`src/hw/rtl/halton_radical_inverse_top_defines.svh`:
```
// ----------------------------------------------------------------------------
// halton radical inverse assertion macros
// checks are compiled for simulation and left empty for synthesis
// ----------------------------------------------------------------------------
`ifndef HALTON_RADICAL_INVERSE_TOP_DEFINES_SVH
`define HALTON_RADICAL_INVERSE_TOP_DEFINES_SVH

`ifndef SYNTHESIS
// condition holds at every edge outside reset
`define HRI_ASSERT_ALWAYS(label, cond, msg) \
    label: assert property (@(posedge clk) disable iff (!rst_n) (cond)) \
        else $error(msg);
// trigger at one edge implies consequence at the next edge
`define HRI_ASSERT_NEXT(label, trig, cons, msg) \
    label: assert property (@(posedge clk) disable iff (!rst_n) (trig) |=> (cons)) \
        else $error(msg);
// trigger implies consequence at the same edge
`define HRI_ASSERT_SAME(label, trig, cons, msg) \
    label: assert property (@(posedge clk) disable iff (!rst_n) (trig) |-> (cons)) \
        else $error(msg);
`else
`define HRI_ASSERT_ALWAYS(label, cond, msg)
`define HRI_ASSERT_NEXT(label, trig, cons, msg)
`define HRI_ASSERT_SAME(label, trig, cons, msg)
`endif

`endif

```
`src/hw/rtl/hri_pkg.sv`:
```
// ----------------------------------------------------------------------------
// hri_pkg
// types, widths and constant tables of the halton radical inverse block
// ----------------------------------------------------------------------------
package hri_pkg;

    localparam int BASE_W        = 6;
    localparam int SAMPLE_W      = 31;
    localparam int PRIME_W       = 9;
    localparam int RECIP_W       = 31;
    localparam int DEN_W         = 40;
    localparam int DIGIT_W       = 10;
    localparam int FRACTION_BITS = 32;
    localparam int FRAC_CNT_W    = $clog2(FRACTION_BITS);
    localparam int ROM_DEPTH     = 61;

    // numerator of the reciprocal table, 2^31
    localparam logic [31:0] RECIP_NUM = 32'h8000_0000;

    localparam logic [PRIME_W-1:0] PRIME_ROM [ROM_DEPTH] = '{
        9'd2,   9'd3,   9'd5,   9'd7,   9'd11,  9'd13,  9'd17,  9'd19,  9'd23,  9'd29,
        9'd31,  9'd37,  9'd41,  9'd43,  9'd47,  9'd53,  9'd59,  9'd61,  9'd67,  9'd71,
        9'd73,  9'd79,  9'd83,  9'd89,  9'd97,  9'd101, 9'd103, 9'd107, 9'd109, 9'd113,
        9'd127, 9'd131, 9'd137, 9'd139, 9'd149, 9'd151, 9'd157, 9'd163, 9'd167, 9'd173,
        9'd179, 9'd181, 9'd191, 9'd193, 9'd197, 9'd199, 9'd211, 9'd223, 9'd227, 9'd229,
        9'd233, 9'd239, 9'd241, 9'd251, 9'd257, 9'd263, 9'd269, 9'd271, 9'd277, 9'd281,
        9'd283
    };

    // floor(2^31 / p), same order as the prime table
    localparam logic [RECIP_W-1:0] RECIP_ROM [ROM_DEPTH] = '{
        31'(RECIP_NUM / 32'd2),   31'(RECIP_NUM / 32'd3),   31'(RECIP_NUM / 32'd5),
        31'(RECIP_NUM / 32'd7),   31'(RECIP_NUM / 32'd11),  31'(RECIP_NUM / 32'd13),
        31'(RECIP_NUM / 32'd17),  31'(RECIP_NUM / 32'd19),  31'(RECIP_NUM / 32'd23),
        31'(RECIP_NUM / 32'd29),  31'(RECIP_NUM / 32'd31),  31'(RECIP_NUM / 32'd37),
        31'(RECIP_NUM / 32'd41),  31'(RECIP_NUM / 32'd43),  31'(RECIP_NUM / 32'd47),
        31'(RECIP_NUM / 32'd53),  31'(RECIP_NUM / 32'd59),  31'(RECIP_NUM / 32'd61),
        31'(RECIP_NUM / 32'd67),  31'(RECIP_NUM / 32'd71),  31'(RECIP_NUM / 32'd73),
        31'(RECIP_NUM / 32'd79),  31'(RECIP_NUM / 32'd83),  31'(RECIP_NUM / 32'd89),
        31'(RECIP_NUM / 32'd97),  31'(RECIP_NUM / 32'd101), 31'(RECIP_NUM / 32'd103),
        31'(RECIP_NUM / 32'd107), 31'(RECIP_NUM / 32'd109), 31'(RECIP_NUM / 32'd113),
        31'(RECIP_NUM / 32'd127), 31'(RECIP_NUM / 32'd131), 31'(RECIP_NUM / 32'd137),
        31'(RECIP_NUM / 32'd139), 31'(RECIP_NUM / 32'd149), 31'(RECIP_NUM / 32'd151),
        31'(RECIP_NUM / 32'd157), 31'(RECIP_NUM / 32'd163), 31'(RECIP_NUM / 32'd167),
        31'(RECIP_NUM / 32'd173), 31'(RECIP_NUM / 32'd179), 31'(RECIP_NUM / 32'd181),
        31'(RECIP_NUM / 32'd191), 31'(RECIP_NUM / 32'd193), 31'(RECIP_NUM / 32'd197),
        31'(RECIP_NUM / 32'd199), 31'(RECIP_NUM / 32'd211), 31'(RECIP_NUM / 32'd223),
        31'(RECIP_NUM / 32'd227), 31'(RECIP_NUM / 32'd229), 31'(RECIP_NUM / 32'd233),
        31'(RECIP_NUM / 32'd239), 31'(RECIP_NUM / 32'd241), 31'(RECIP_NUM / 32'd251),
        31'(RECIP_NUM / 32'd257), 31'(RECIP_NUM / 32'd263), 31'(RECIP_NUM / 32'd269),
        31'(RECIP_NUM / 32'd271), 31'(RECIP_NUM / 32'd277), 31'(RECIP_NUM / 32'd281),
        31'(RECIP_NUM / 32'd283)
    };

    typedef struct packed {
        logic [BASE_W-1:0]   base_index;
        logic [SAMPLE_W-1:0] sample_index;
    } hri_in_t;

    typedef struct packed {
        logic [FRACTION_BITS-1:0] fraction;
        logic                     bad_base;
    } hri_out_t;

    typedef struct packed {
        logic load;
        logic mul;
        logic back;
        logic upd;
        logic frac_init;
        logic frac_step;
        logic out_load;
    } hri_cmd_t;

    typedef struct packed {
        logic bad;
        logic j_zero;
        logic frac_last;
    } hri_sts_t;

endpackage

```
`src/hw/rtl/hri_datapath.sv`:
```
// ----------------------------------------------------------------------------
// hri_datapath
// digit extraction by reciprocal multiply, numerator and denominator
// accumulation, bit-serial fraction divider and result register
// ----------------------------------------------------------------------------
module hri_datapath
    import hri_pkg::*;
#(
    parameter int NUM_BASES = 61
)
(
    input  logic     clk,
    input  hri_in_t  sample,
    input  hri_cmd_t cmd,
    output hri_sts_t sts,
    output hri_out_t result
);

    logic [PRIME_W-1:0]       p_reg, p_next;
    logic [RECIP_W-1:0]       m_reg, m_next;
    logic [SAMPLE_W-1:0]      j_reg, j_next;
    logic [SAMPLE_W-1:0]      q_est_reg, q_est_next;
    logic [DEN_W-1:0]         qp_reg, qp_next;
    logic [DEN_W-1:0]         num_reg, num_next;
    logic [DEN_W-1:0]         den_reg, den_next;
    logic [DEN_W-1:0]         rem_reg, rem_next;
    logic [FRACTION_BITS-1:0] quo_reg, quo_next;
    logic [FRAC_CNT_W-1:0]    cnt_reg, cnt_next;
    logic                     bad_reg, bad_next;
    hri_out_t                 result_reg, result_next;

    logic                      in_bad;
    logic [BASE_W-1:0]         rom_idx;
    logic [2*SAMPLE_W-1:0]     prod;
    logic [SAMPLE_W-1:0]       diff;
    logic [DIGIT_W-1:0]        r0;
    logic [DIGIT_W-1:0]        dig;
    logic [DIGIT_W-1:0]        mirrored;
    logic [SAMPLE_W-1:0]       q_fix;
    logic [DEN_W:0]            rem_sh;

    assign in_bad  = sample.base_index >= BASE_W'(NUM_BASES);
    assign rom_idx = in_bad ? '0 : sample.base_index;

    // q_est is floor(j/p) or one less
    assign prod = (2*SAMPLE_W)'(j_reg) * (2*SAMPLE_W)'(m_reg);

    // remainder before correction stays below 2p
    assign diff     = j_reg - qp_reg[SAMPLE_W-1:0];
    assign r0       = diff[DIGIT_W-1:0];
    assign dig      = (r0 >= DIGIT_W'(p_reg)) ? r0 - DIGIT_W'(p_reg) : r0;
    assign q_fix    = (r0 >= DIGIT_W'(p_reg)) ? q_est_reg + SAMPLE_W'(1) : q_est_reg;
    assign mirrored = (dig == '0) ? '0 : DIGIT_W'(p_reg) - dig;

    assign rem_sh = {rem_reg, 1'b0};

    always_comb
    begin
        p_next      = p_reg;
        m_next      = m_reg;
        j_next      = j_reg;
        q_est_next  = q_est_reg;
        qp_next     = qp_reg;
        num_next    = num_reg;
        den_next    = den_reg;
        rem_next    = rem_reg;
        quo_next    = quo_reg;
        cnt_next    = cnt_reg;
        bad_next    = bad_reg;
        result_next = result_reg;

        if (cmd.load)
        begin
            p_next   = PRIME_ROM[rom_idx];
            m_next   = RECIP_ROM[rom_idx];
            j_next   = sample.sample_index;
            num_next = '0;
            den_next = DEN_W'(1);
            bad_next = in_bad;
        end
        if (cmd.mul)
        begin
            q_est_next = prod[2*SAMPLE_W-1:SAMPLE_W];
        end
        if (cmd.back)
        begin
            qp_next = DEN_W'(q_est_reg) * DEN_W'(p_reg);
        end
        if (cmd.upd)
        begin
            j_next   = q_fix;
            num_next = num_reg * DEN_W'(p_reg) + DEN_W'(mirrored);
            den_next = den_reg * DEN_W'(p_reg);
        end
        if (cmd.frac_init)
        begin
            rem_next = num_reg;
            quo_next = '0;
            cnt_next = '0;
        end
        if (cmd.frac_step)
        begin
            if (rem_sh >= {1'b0, den_reg})
            begin
                rem_next = DEN_W'(rem_sh - {1'b0, den_reg});
                quo_next = {quo_reg[FRACTION_BITS-2:0], 1'b1};
            end
            else
            begin
                rem_next = rem_sh[DEN_W-1:0];
                quo_next = {quo_reg[FRACTION_BITS-2:0], 1'b0};
            end
            cnt_next = cnt_reg + FRAC_CNT_W'(1);
        end
        if (cmd.out_load)
        begin
            result_next.fraction = bad_reg ? '0 : quo_reg;
            result_next.bad_base = bad_reg;
        end
    end

    always_ff @(posedge clk)
    begin
        p_reg      <= p_next;
        m_reg      <= m_next;
        j_reg      <= j_next;
        q_est_reg  <= q_est_next;
        qp_reg     <= qp_next;
        num_reg    <= num_next;
        den_reg    <= den_next;
        rem_reg    <= rem_next;
        quo_reg    <= quo_next;
        cnt_reg    <= cnt_next;
        bad_reg    <= bad_next;
        result_reg <= result_next;
    end

    assign sts.bad       = bad_reg;
    assign sts.j_zero    = (j_reg == '0);
    assign sts.frac_last = (cnt_reg == FRAC_CNT_W'(FRACTION_BITS - 1));
    assign result        = result_reg;

endmodule

```
`src/hw/rtl/hri_ctrl.sv`:
```
// ----------------------------------------------------------------------------
// hri_ctrl
// sequencer for digit extraction, fraction division and result handoff
// ----------------------------------------------------------------------------
module hri_ctrl
    import hri_pkg::*;
(
    input  logic     clk,
    input  logic     rst_n,
    input  logic     sample_valid,
    output logic     sample_stall,
    output logic     result_valid,
    input  logic     result_stall,
    input  hri_sts_t sts,
    output hri_cmd_t cmd
);

    typedef enum logic [5:0] {
        ST_IDLE = 6'b000001,
        ST_MUL  = 6'b000010,
        ST_BACK = 6'b000100,
        ST_UPD  = 6'b001000,
        ST_FRAC = 6'b010000,
        ST_DONE = 6'b100000
    } state_t;

    state_t state_reg, state_next;
    logic   valid_reg, valid_next;
    logic   out_free;

    assign sample_stall = (state_reg != ST_IDLE);
    assign out_free     = !valid_reg || !result_stall;

    always_comb
    begin
        state_next = state_reg;
        cmd        = '0;
        unique case (state_reg)
            ST_IDLE:
            begin
                if (sample_valid)
                begin
                    cmd.load   = 1'b1;
                    state_next = ST_MUL;
                end
            end
            ST_MUL:
            begin
                if (sts.bad)
                begin
                    state_next = ST_DONE;
                end
                else if (sts.j_zero)
                begin
                    cmd.frac_init = 1'b1;
                    state_next    = ST_FRAC;
                end
                else
                begin
                    cmd.mul    = 1'b1;
                    state_next = ST_BACK;
                end
            end
            ST_BACK:
            begin
                cmd.back   = 1'b1;
                state_next = ST_UPD;
            end
            ST_UPD:
            begin
                cmd.upd    = 1'b1;
                state_next = ST_MUL;
            end
            ST_FRAC:
            begin
                cmd.frac_step = 1'b1;
                if (sts.frac_last)
                begin
                    state_next = ST_DONE;
                end
            end
            ST_DONE:
            begin
                // wait until the result register is empty or draining
                if (out_free)
                begin
                    cmd.out_load = 1'b1;
                    state_next   = ST_IDLE;
                end
            end
            default:
            begin
                state_next = ST_IDLE;
            end
        endcase
    end

    always_comb
    begin
        valid_next = valid_reg;
        if (cmd.out_load)
        begin
            valid_next = 1'b1;
        end
        else if (!result_stall)
        begin
            valid_next = 1'b0;
        end
    end

    always_ff @(posedge clk or negedge rst_n)
    begin
        if (!rst_n)
        begin
            state_reg <= ST_IDLE;
            valid_reg <= 1'b0;
        end
        else
        begin
            state_reg <= state_next;
            valid_reg <= valid_next;
        end
    end

    assign result_valid = valid_reg;

endmodule

```
`src/hw/rtl/halton_radical_inverse_top.sv`:
```
// ----------------------------------------------------------------------------
// halton_radical_inverse_top
// one halton sample coordinate with reversed digits, as a q0.32 fraction
// ----------------------------------------------------------------------------
// usage:
//   a request on the sample channel (sample_valid, sample_stall, sample)
//   carries a base index and a sample index; the result channel
//   (result_valid, result_stall, result) returns one fraction per request.
//   the block works on one request at a time. each base-p digit passes
//   through the reciprocal multiply, back-multiply and update steps,
//   and the fraction divider then runs one quotient bit per cycle.
//   a sample index has at most 31 digits in base two. after the last digit
//   the divider fills the fraction, the result register loads it and the
//   sequencer returns to idle for the next request. a base index out of
//   the table skips both loops and returns bad_base with a zero fraction.
//   a finished result sits in an output register, so the next request is
//   accepted while it waits; a stalled receiver holds the result there and
//   only blocks the block once the next result is ready too.
//   reset clears only the sequencer and the output valid, not the datapath.
// ----------------------------------------------------------------------------
`include "halton_radical_inverse_top_defines.svh"

module halton_radical_inverse_top
    import hri_pkg::*;
#(
    parameter int NUM_BASES = 61
)
(
    input  logic     clk,
    input  logic     rst_n,
    input  logic     sample_valid,
    output logic     sample_stall,
    input  hri_in_t  sample,
    output logic     result_valid,
    input  logic     result_stall,
    output hri_out_t result
);

    hri_cmd_t cmd;
    hri_sts_t sts;

    hri_ctrl u_ctrl (
        .clk          (clk),
        .rst_n        (rst_n),
        .sample_valid (sample_valid),
        .sample_stall (sample_stall),
        .result_valid (result_valid),
        .result_stall (result_stall),
        .sts          (sts),
        .cmd          (cmd)
    );

    hri_datapath #(
        .NUM_BASES (NUM_BASES)
    ) u_datapath (
        .clk    (clk),
        .sample (sample),
        .cmd    (cmd),
        .sts    (sts),
        .result (result)
    );

    `HRI_ASSERT_ALWAYS(a_cmd_onehot, $onehot0(cmd), "datapath commands overlap")
    `HRI_ASSERT_SAME(a_no_overwrite, cmd.out_load, !result_valid || !result_stall, "result lost")
    `HRI_ASSERT_NEXT(a_busy_after_accept, sample_valid && !sample_stall, sample_stall, "not busy")
    `HRI_ASSERT_SAME(a_bad_zero, result_valid && result.bad_base, result.fraction == '0, "nonzero")

endmodule
```
`config.mk`:
```
export PLATFORM = sky130hd
export DESIGN_NAME = halton_radical_inverse_top
export DESIGN_NICKNAME = d
export VERILOG_FILES = /design/src/hw/rtl/hri_pkg.sv /design/src/hw/rtl/hri_datapath.sv /design/src/hw/rtl/hri_ctrl.sv /design/src/hw/rtl/halton_radical_inverse_top.sv
export VERILOG_INCLUDE_DIRS = /design/src /design/src/hw/rtl
export SDC_FILE = /design/constraint.sdc
export NUM_CORES = 2
export LEC_CHECK = 0
export BUFFER_PORTS_ARGS = -buffer_cell sky130_fd_sc_hd__buf_2
export CAP_MARGIN = 10
export CELL_PAD_IN_SITES_DETAIL_PLACEMENT = 0
export CELL_PAD_IN_SITES_GLOBAL_PLACEMENT = 1
export CORE_MARGIN = 10
export CORE_UTILIZATION = 57
export CTS_BUF_LIST = sky130_fd_sc_hd__clkbuf_8
export DETAILED_ROUTE_END_ITERATION = 6
export PLACE_DENSITY = 0.87
export SLEW_MARGIN = 0
export SYNTH_ARGS = -nofsm -noshare
export SYNTH_HDL_FRONTEND = slang
export SYNTH_SLANG_ARGS = --single-unit
export TNS_END_PERCENT = 50
```
`constraint.sdc`:
```
create_clock -name clk -period 27.2 [get_ports clk]
set_clock_uncertainty 0.2 [all_clocks]
set_input_delay 1.36 -clock clk [delete_from_list [all_inputs] [get_ports clk]]
set_output_delay 1.36 -clock clk [all_outputs]
set_load 0.1 [all_outputs]
```
Word level (Yosys, flattened, before mapping)
Memory sizes are Yosys's and may differ from the RTL's. A register that Yosys moved wholly into a read port is not among the register bits. Index checks and enable logic that the tools add are counted.

$lt $le $gt $ge: 3. Multipliers: 4. Muxes and demuxes: 39. Add/subtract/negate cells: 7. Div/mod/pow operators: 0. Reduce and logical (&&, ||, !) cells: 8. Shifts and indexed selects: 0. Equal/unequal tests: 12. Bitwise gates (word level): 1.

Operators by type and width (number): 2-to-1 mux 40 bit (7); 2-to-1 mux 31 bit (3); multiplier 40 x 9 -> 40 bit (2); 2-to-1 mux 32 bit (2); multiplier 31 x 31 -> 62 bit (1); >= comparator 41 x 40 -> 1 bit (1); adder 40 x 10 -> 40 bit (1); subtractor 40 bit (1); case mux 6 bit (6 select lines) (1); adder 31 x 1 -> 31 bit, second input constant (1); logical NOT 31 bit (1); multiplier 31 x 9 -> 10 bit (1); 2-to-1 mux 6 bit (5); 2-to-1 mux 10 bit (2); 2-to-1 mux 1 bit (16); 2-to-1 mux 5 bit (3); >= comparator 10 x 9 -> 1 bit (1); logical NOT 10 bit (1); subtractor 10 bit (1); subtractor 10 x 9 -> 10 bit (1); subtractor 9 x 10 -> 10 bit (1); inverter 6 -> 7 bit (1); equality test 6 x 1 -> 1 bit, second input constant (1); equality test 6 x 2 -> 1 bit, second input constant (1); other kinds (14) (18).

Memory bits (read-only): 2560. Bits in latches: 0. Flip-flop bits (word level): 270. Word-level logic and storage cells: 89. Output and inout port bits: 35. Input bits: 41. Memories: 2. Memory bits (writable): 0.

Memories: (name not given) (words 64, bits a word 31, rd ports 1, clocked after memory_dff 1, wr ports 0, RTL line hri_datapath.sv:75) `m_next = RECIP_ROM[rom_idx];`; (name not given) (words 64, bits a word 9, rd ports 1, clocked after memory_dff 1, wr ports 0, RTL line hri_datapath.sv:74) `p_next = PRIME_ROM[rom_idx];`.

Logic depth before layout (Yosys ltp)
Depth in word-level cells: 7. Gate-level depth with buffers: 42. Mapped depth without buffers: 38.

Hierarchy
A second synthesis with hierarchy kept.

Cells, all modules: 7714. Area total of the unflattened synthesis: 68622.1 um2.

Modules (own cells, without submodules): hri_datapath (sequential area each 9098.7 um2, cells an instance 7669, area each 68186.6 um2, instances 1); hri_ctrl (sequential area each 176.4 um2, cells an instance 45, area each 435.4 um2, instances 1).

Least setup slack after synthesis
No wires, ideal clock.

Path type: flip-flop to flip-flop. Start point: reg u_ctrl.state_reg[3]. End point: reg u_datapath.den_reg[0] (enable). Data arrival time: 9.815 ns. Clock period less this slack: 10.749 ns. Buffers on the path: 0. Cell stages (with the launch flop): 4. Setup slack: 16.451 ns. Data required time: 26.266 ns. Library setup time: 0.734 ns. Cells stage by stage: dfrtp_1 nor4_1 nand3b_1 o21ai_0.

Word-level cells in the longest chain between the ends: 3. Elaborated cells on any way between the ends: 5. Those cells by class: 2 x eq/ne; 2 x mux; 1 x reduce/logical.

Ends and longest elaborated chain: from (decl) (RTL line hri_ctrl.sv:27) `state_t state_reg, state_next;`; from (signal assigned) (RTL line hri_ctrl.sv:120) `state_reg <= state_next;`; equality test 6 x 4 -> 1 bit or equality test 6 x 1 -> 1 bit (tied branches) (RTL line hri_ctrl.sv:38) `unique case (state_reg)`; 2-to-1 mux 1 bit (RTL line hri_ctrl.sv:38); nonzero test 2 bit (no source line) *; to (signal assigned) (RTL line hri_datapath.sv:130) `den_reg <= den_next;`; to (decl) (RTL line hri_datapath.sv:25) `logic [DEN_W-1:0] den_reg, den_next;`.

Every way passes the cells marked *; elsewhere a longest branch is shown, timed or not. A chain may end at the register's enable or synchronous reset.

Worst setup path after layout
Start point: reg u_datapath.j_reg[0]. End point: reg u_datapath.num_reg[36] (data pin).

Word-level cells in the longest chain between the ends: 7. Elaborated cells on any way between the ends: 9. Those cells by class: 4 x add/sub; 1 x order compare; 3 x mux; 1 x reduce/logical.

Ends and longest elaborated chain: from (decl) (RTL line hri_datapath.sv:21) `logic [SAMPLE_W-1:0] j_reg, j_next;`; from (signal assigned) (RTL line hri_datapath.sv:126) `j_reg <= j_next;`; subtractor 10 bit * (RTL line hri_datapath.sv:49) `assign diff = j_reg - qp_reg[SAMPLE_W-1:0];`; subtractor 10 x 9 -> 10 bit or >= comparator 10 x 9 -> 1 bit (tied branches) (RTL line hri_datapath.sv:51) `assign dig = (r0 >= DIGIT_W'(p_reg)) ? r0 - DIGIT_W'(p_reg) : r0;`; 2-to-1 mux 10 bit * (RTL line hri_datapath.sv:51); subtractor 9 x 10 -> 10 bit or logical NOT 10 bit (tied branches) (RTL line hri_datapath.sv:53) `assign mirrored = (dig == '0) ? '0 : DIGIT_W'(p_reg) - dig;`; 2-to-1 mux 10 bit * (RTL line hri_datapath.sv:53); adder 40 x 10 -> 40 bit * (RTL line hri_datapath.sv:92) `num_next = num_reg * DEN_W'(p_reg) + DEN_W'(mirrored);`; 2-to-1 mux 40 bit * (RTL line hri_datapath.sv:89) `if (cmd.upd)`; to (signal assigned) (RTL line hri_datapath.sv:129) `num_reg <= num_next;`; to (decl) (RTL line hri_datapath.sv:24) `logic [DEN_W-1:0] num_reg, num_next;`.

Marks and branches as above.

==> flow_metrics.env <==
export IMPL_outcome="finished clean"
export IMPL_synthCells=7606
export IMPL_synth_distinct_cells=84
export IMPL_path_class="reg2reg"
export IMPL_tightest_slew_ns=1.28
export IMPL_detail_route_first_pass_iterations=7
export IMPL_rsz0062_at_grt="false"
export IMPL_core_um2=118000
export IMPL_path_clk_slew_ns=0.07
export IMPL_cts_path_max_buffers=3
export IMPL_area_growth_syn_to_layout_pct=4.14
export IMPL_synth_area_leader_cell="fa_1"
export IMPL_drt_iter0_markers=4537
export IMPL_seq_area_frac_synth_pct=13.6
export IMPL_synth_enable_flop_cells=303
export IMPL_totalWireLength_um=197000
export IMPL_hold_buffers=0
export IMPL_first_global_vias=55500
export IMPL_layout_drive_gt1_share_pct=4.04
export IMPL_synth_area_top_cells="fa_1 39%, edfxtp_1 13%, ha_1 8.9%, inv_1 8.0%, nand2_1 7.8%"
export IMPL_start_util_pct=57.5
export IMPL_fp_row_count=126
export IMPL_yosys_warnings=0
export IMPL_dieArea_um2=133000
export IMPL_hpwl_um=142000
export IMPL_antenna_found_initial=4
export IMPL_synth_top_cell_area_share_pct=39.5
export IMPL_path_max_fanout=22
export IMPL_cts_root_buffer="clkbuf_8"
export IMPL_cts_made_buffers=58
export IMPL_cts_resized=0
export IMPL_cts_tree="done"
export IMPL_die_w_um=365
export IMPL_finalCritPeriodShare_pct=35.5
export IMPL_finalSetupViolations=0
export IMPL_vias_per_cell=5.82
export IMPL_reg2reg_slack_ns=17.55
export IMPL_die_h_um=365
export IMPL_tns_ns=0
export IMPL_final_fill_count=10300
export IMPL_ys_flop_type="edfxtp_1"
export IMPL_grt_usage_pct=30.2
export IMPL_syn_num_nets=9472
export IMPL_routedWlPerCell_um=21.8
export IMPL_cp_required_ns=27.46
export IMPL_io_buffers=75
export IMPL_grt_pass1_wl_um=314000
export IMPL_fin_area_um2=70800
export IMPL_drcViolationCount=0
export IMPL_start_kind="flop"
export IMPL_dr_total_vias=52400
export IMPL_hold_path_class="in2async"
export IMPL_layout_commonest_cell="inv_1"
export IMPL_clk_latency_ns=0.77
export IMPL_end_kind="flop"
export IMPL_gp_congestion=0.958
export IMPL_ys_seq_elements=310
export IMPL_ant_nets=0
export IMPL_htree_levels=2
export IMPL_hold_viol=0
export IMPL_io_pins=76
export IMPL_synth_cell_area_um2=68000
export IMPL_cpPeakStageDelay_ns=0.80
export IMPL_synthArstFlopShare_pct=2.26
export IMPL_period_needed_ns=9.65
export IMPL_grt_max_degree=90
export IMPL_mostFrequentLayoutCells="1,459 x inv_1, 1,413 x nand2_1, 1,341 x fa_1"
export IMPL_slowest_stage="or3_1"
export IMPL_fmax_ghz=0.104
export IMPL_cap_violations=0
export IMPL_placed_area_um2=69500
export IMPL_gr_total_overflow=0
export IMPL_nNetsFinal=9295
export IMPL_cts_sinks=310
export IMPL_worstPathArrival_ns=9.91
export IMPL_syn_avg_cell_area_um2=8.94
export IMPL_cts_setup_buffers=0
export IMPL_timing_max_slew_rel_slack_pct=14.4
export IMPL_slew_viol_final=0
[cells by family (layout without fill, tap and decap cells)]
family | Yosys count | in the layout | share of synthesized area, %
AND/OR/NAND/NOR | 2531 | 2531 | 16.6
buffers and inverters | 1864 | 1733 | 10.3
adder cells (fa/ha/maj) | 1825 | 1825 | 48.4
AO/OA/AOI/OAI | 820 | 820 | 7.66
flip-flops | 310 | 310 | 13.6
XOR/XNOR | 231 | 231 | 2.98
multiplexers | 25 | 25 | 0.387
other | 0 | 2 | 0
[metrics by stage]
step	cells	hold WS, ns	utilization, %	worst slack [ns]
after floorplan	7606	0.284	-	16.45
after global placement	8905	0.314	58.8	17.78
after detailed placement	8905	0.324	58.8	17.66
after CTS	9011	0.181	59.9	17.63
after global routing	9012	0.236	59.9	16.89
final	9013	0.255	59.9	17.55
[cells in the mapped netlist (all sizes together) (6+ instances only)]
cell and instances:
inv 1447, nand2 1413, fa 1341, ha 484, and2 397, nor2 375, clkbuf 363, edfxtp 303
a21oi 237, o21ai 209, xnor2 137, a21o 112, xor2 94, nor3 65, nor2b 59, nand3 53
buf 50, nand4 39, a211oi 33, o21a 31, and3 30, nand2b 27, mux2i 25, a31oi 22
o21bai 20, o211ai 18, o31ai 18, nor4 17, a221oi 15, a21boi 14, o22ai 12, or3 12
o221ai 11, nand3b 10, or2 10, a22oi 7, a31o 7, and4 7, nor3b 7, dfrtp 6
[path summary, 6_finish.rpt]
check	to	startpoint	cells past startpoint
worst max register to register	u_datapath.num_reg[36]	u_datapath.j_reg[0]	38
max in group asynchronous	u_ctrl.state_reg[0]	rst_n	1
worst min-delay path	u_ctrl.state_reg[1]	rst_n	1
worst min register to register	u_datapath.result[32]	u_datapath.quo_reg[31]	1
worst max-delay path	u_datapath.num_reg[36]	u_datapath.j_reg[0]	38
min in group clk	u_datapath.result[32]	u_datapath.quo_reg[31]	1
[layer usage]
metal | vias up | track usage (%) | share of wire (%)
met3 | 382 | 7.28 | 11
met5 | - | 0 | 0.0066
met4 | 2 | 8.06 | 2.8
met2 | 2500 | 46.6 | 44
li1 | 23000 | - | -
met1 | 26600 | 42.8 | 41
[worst max-delay path, delay by kind of cell, from the launching register on]
family                     cells  cell delay, ns
adders and majority gates      6            2.10
and+or+nand+nor                6            1.45
AOI/OAI and AO/OA             19            4.18
xor gates and xnor gates       2            0.35
muxes                          1            0.42
DFF                            1            0.41
buffers and inverters          4            0.25
[area by class of cell]
class | instances | area, um^2 | share of cell area [%]
multi-input cells | 5432 | 51700 | 73.1
inverters | 1451 | 5450 | 7.69
clock buffers | 58 | 798 | 1.13
flip-flops and latches | 310 | 9280 | 13.1
well taps | 1536 | 1920 | 2.71
repair buffers | 176 | 1150 | 1.62
diodes | 2 | 5.00 | 0.00707
clock inverters | 48 | 459 | 0.649
Power is left out: the tool's default activity adds up to more than one toggle a clock period on the data nets, which glitch-free logic cannot reach.
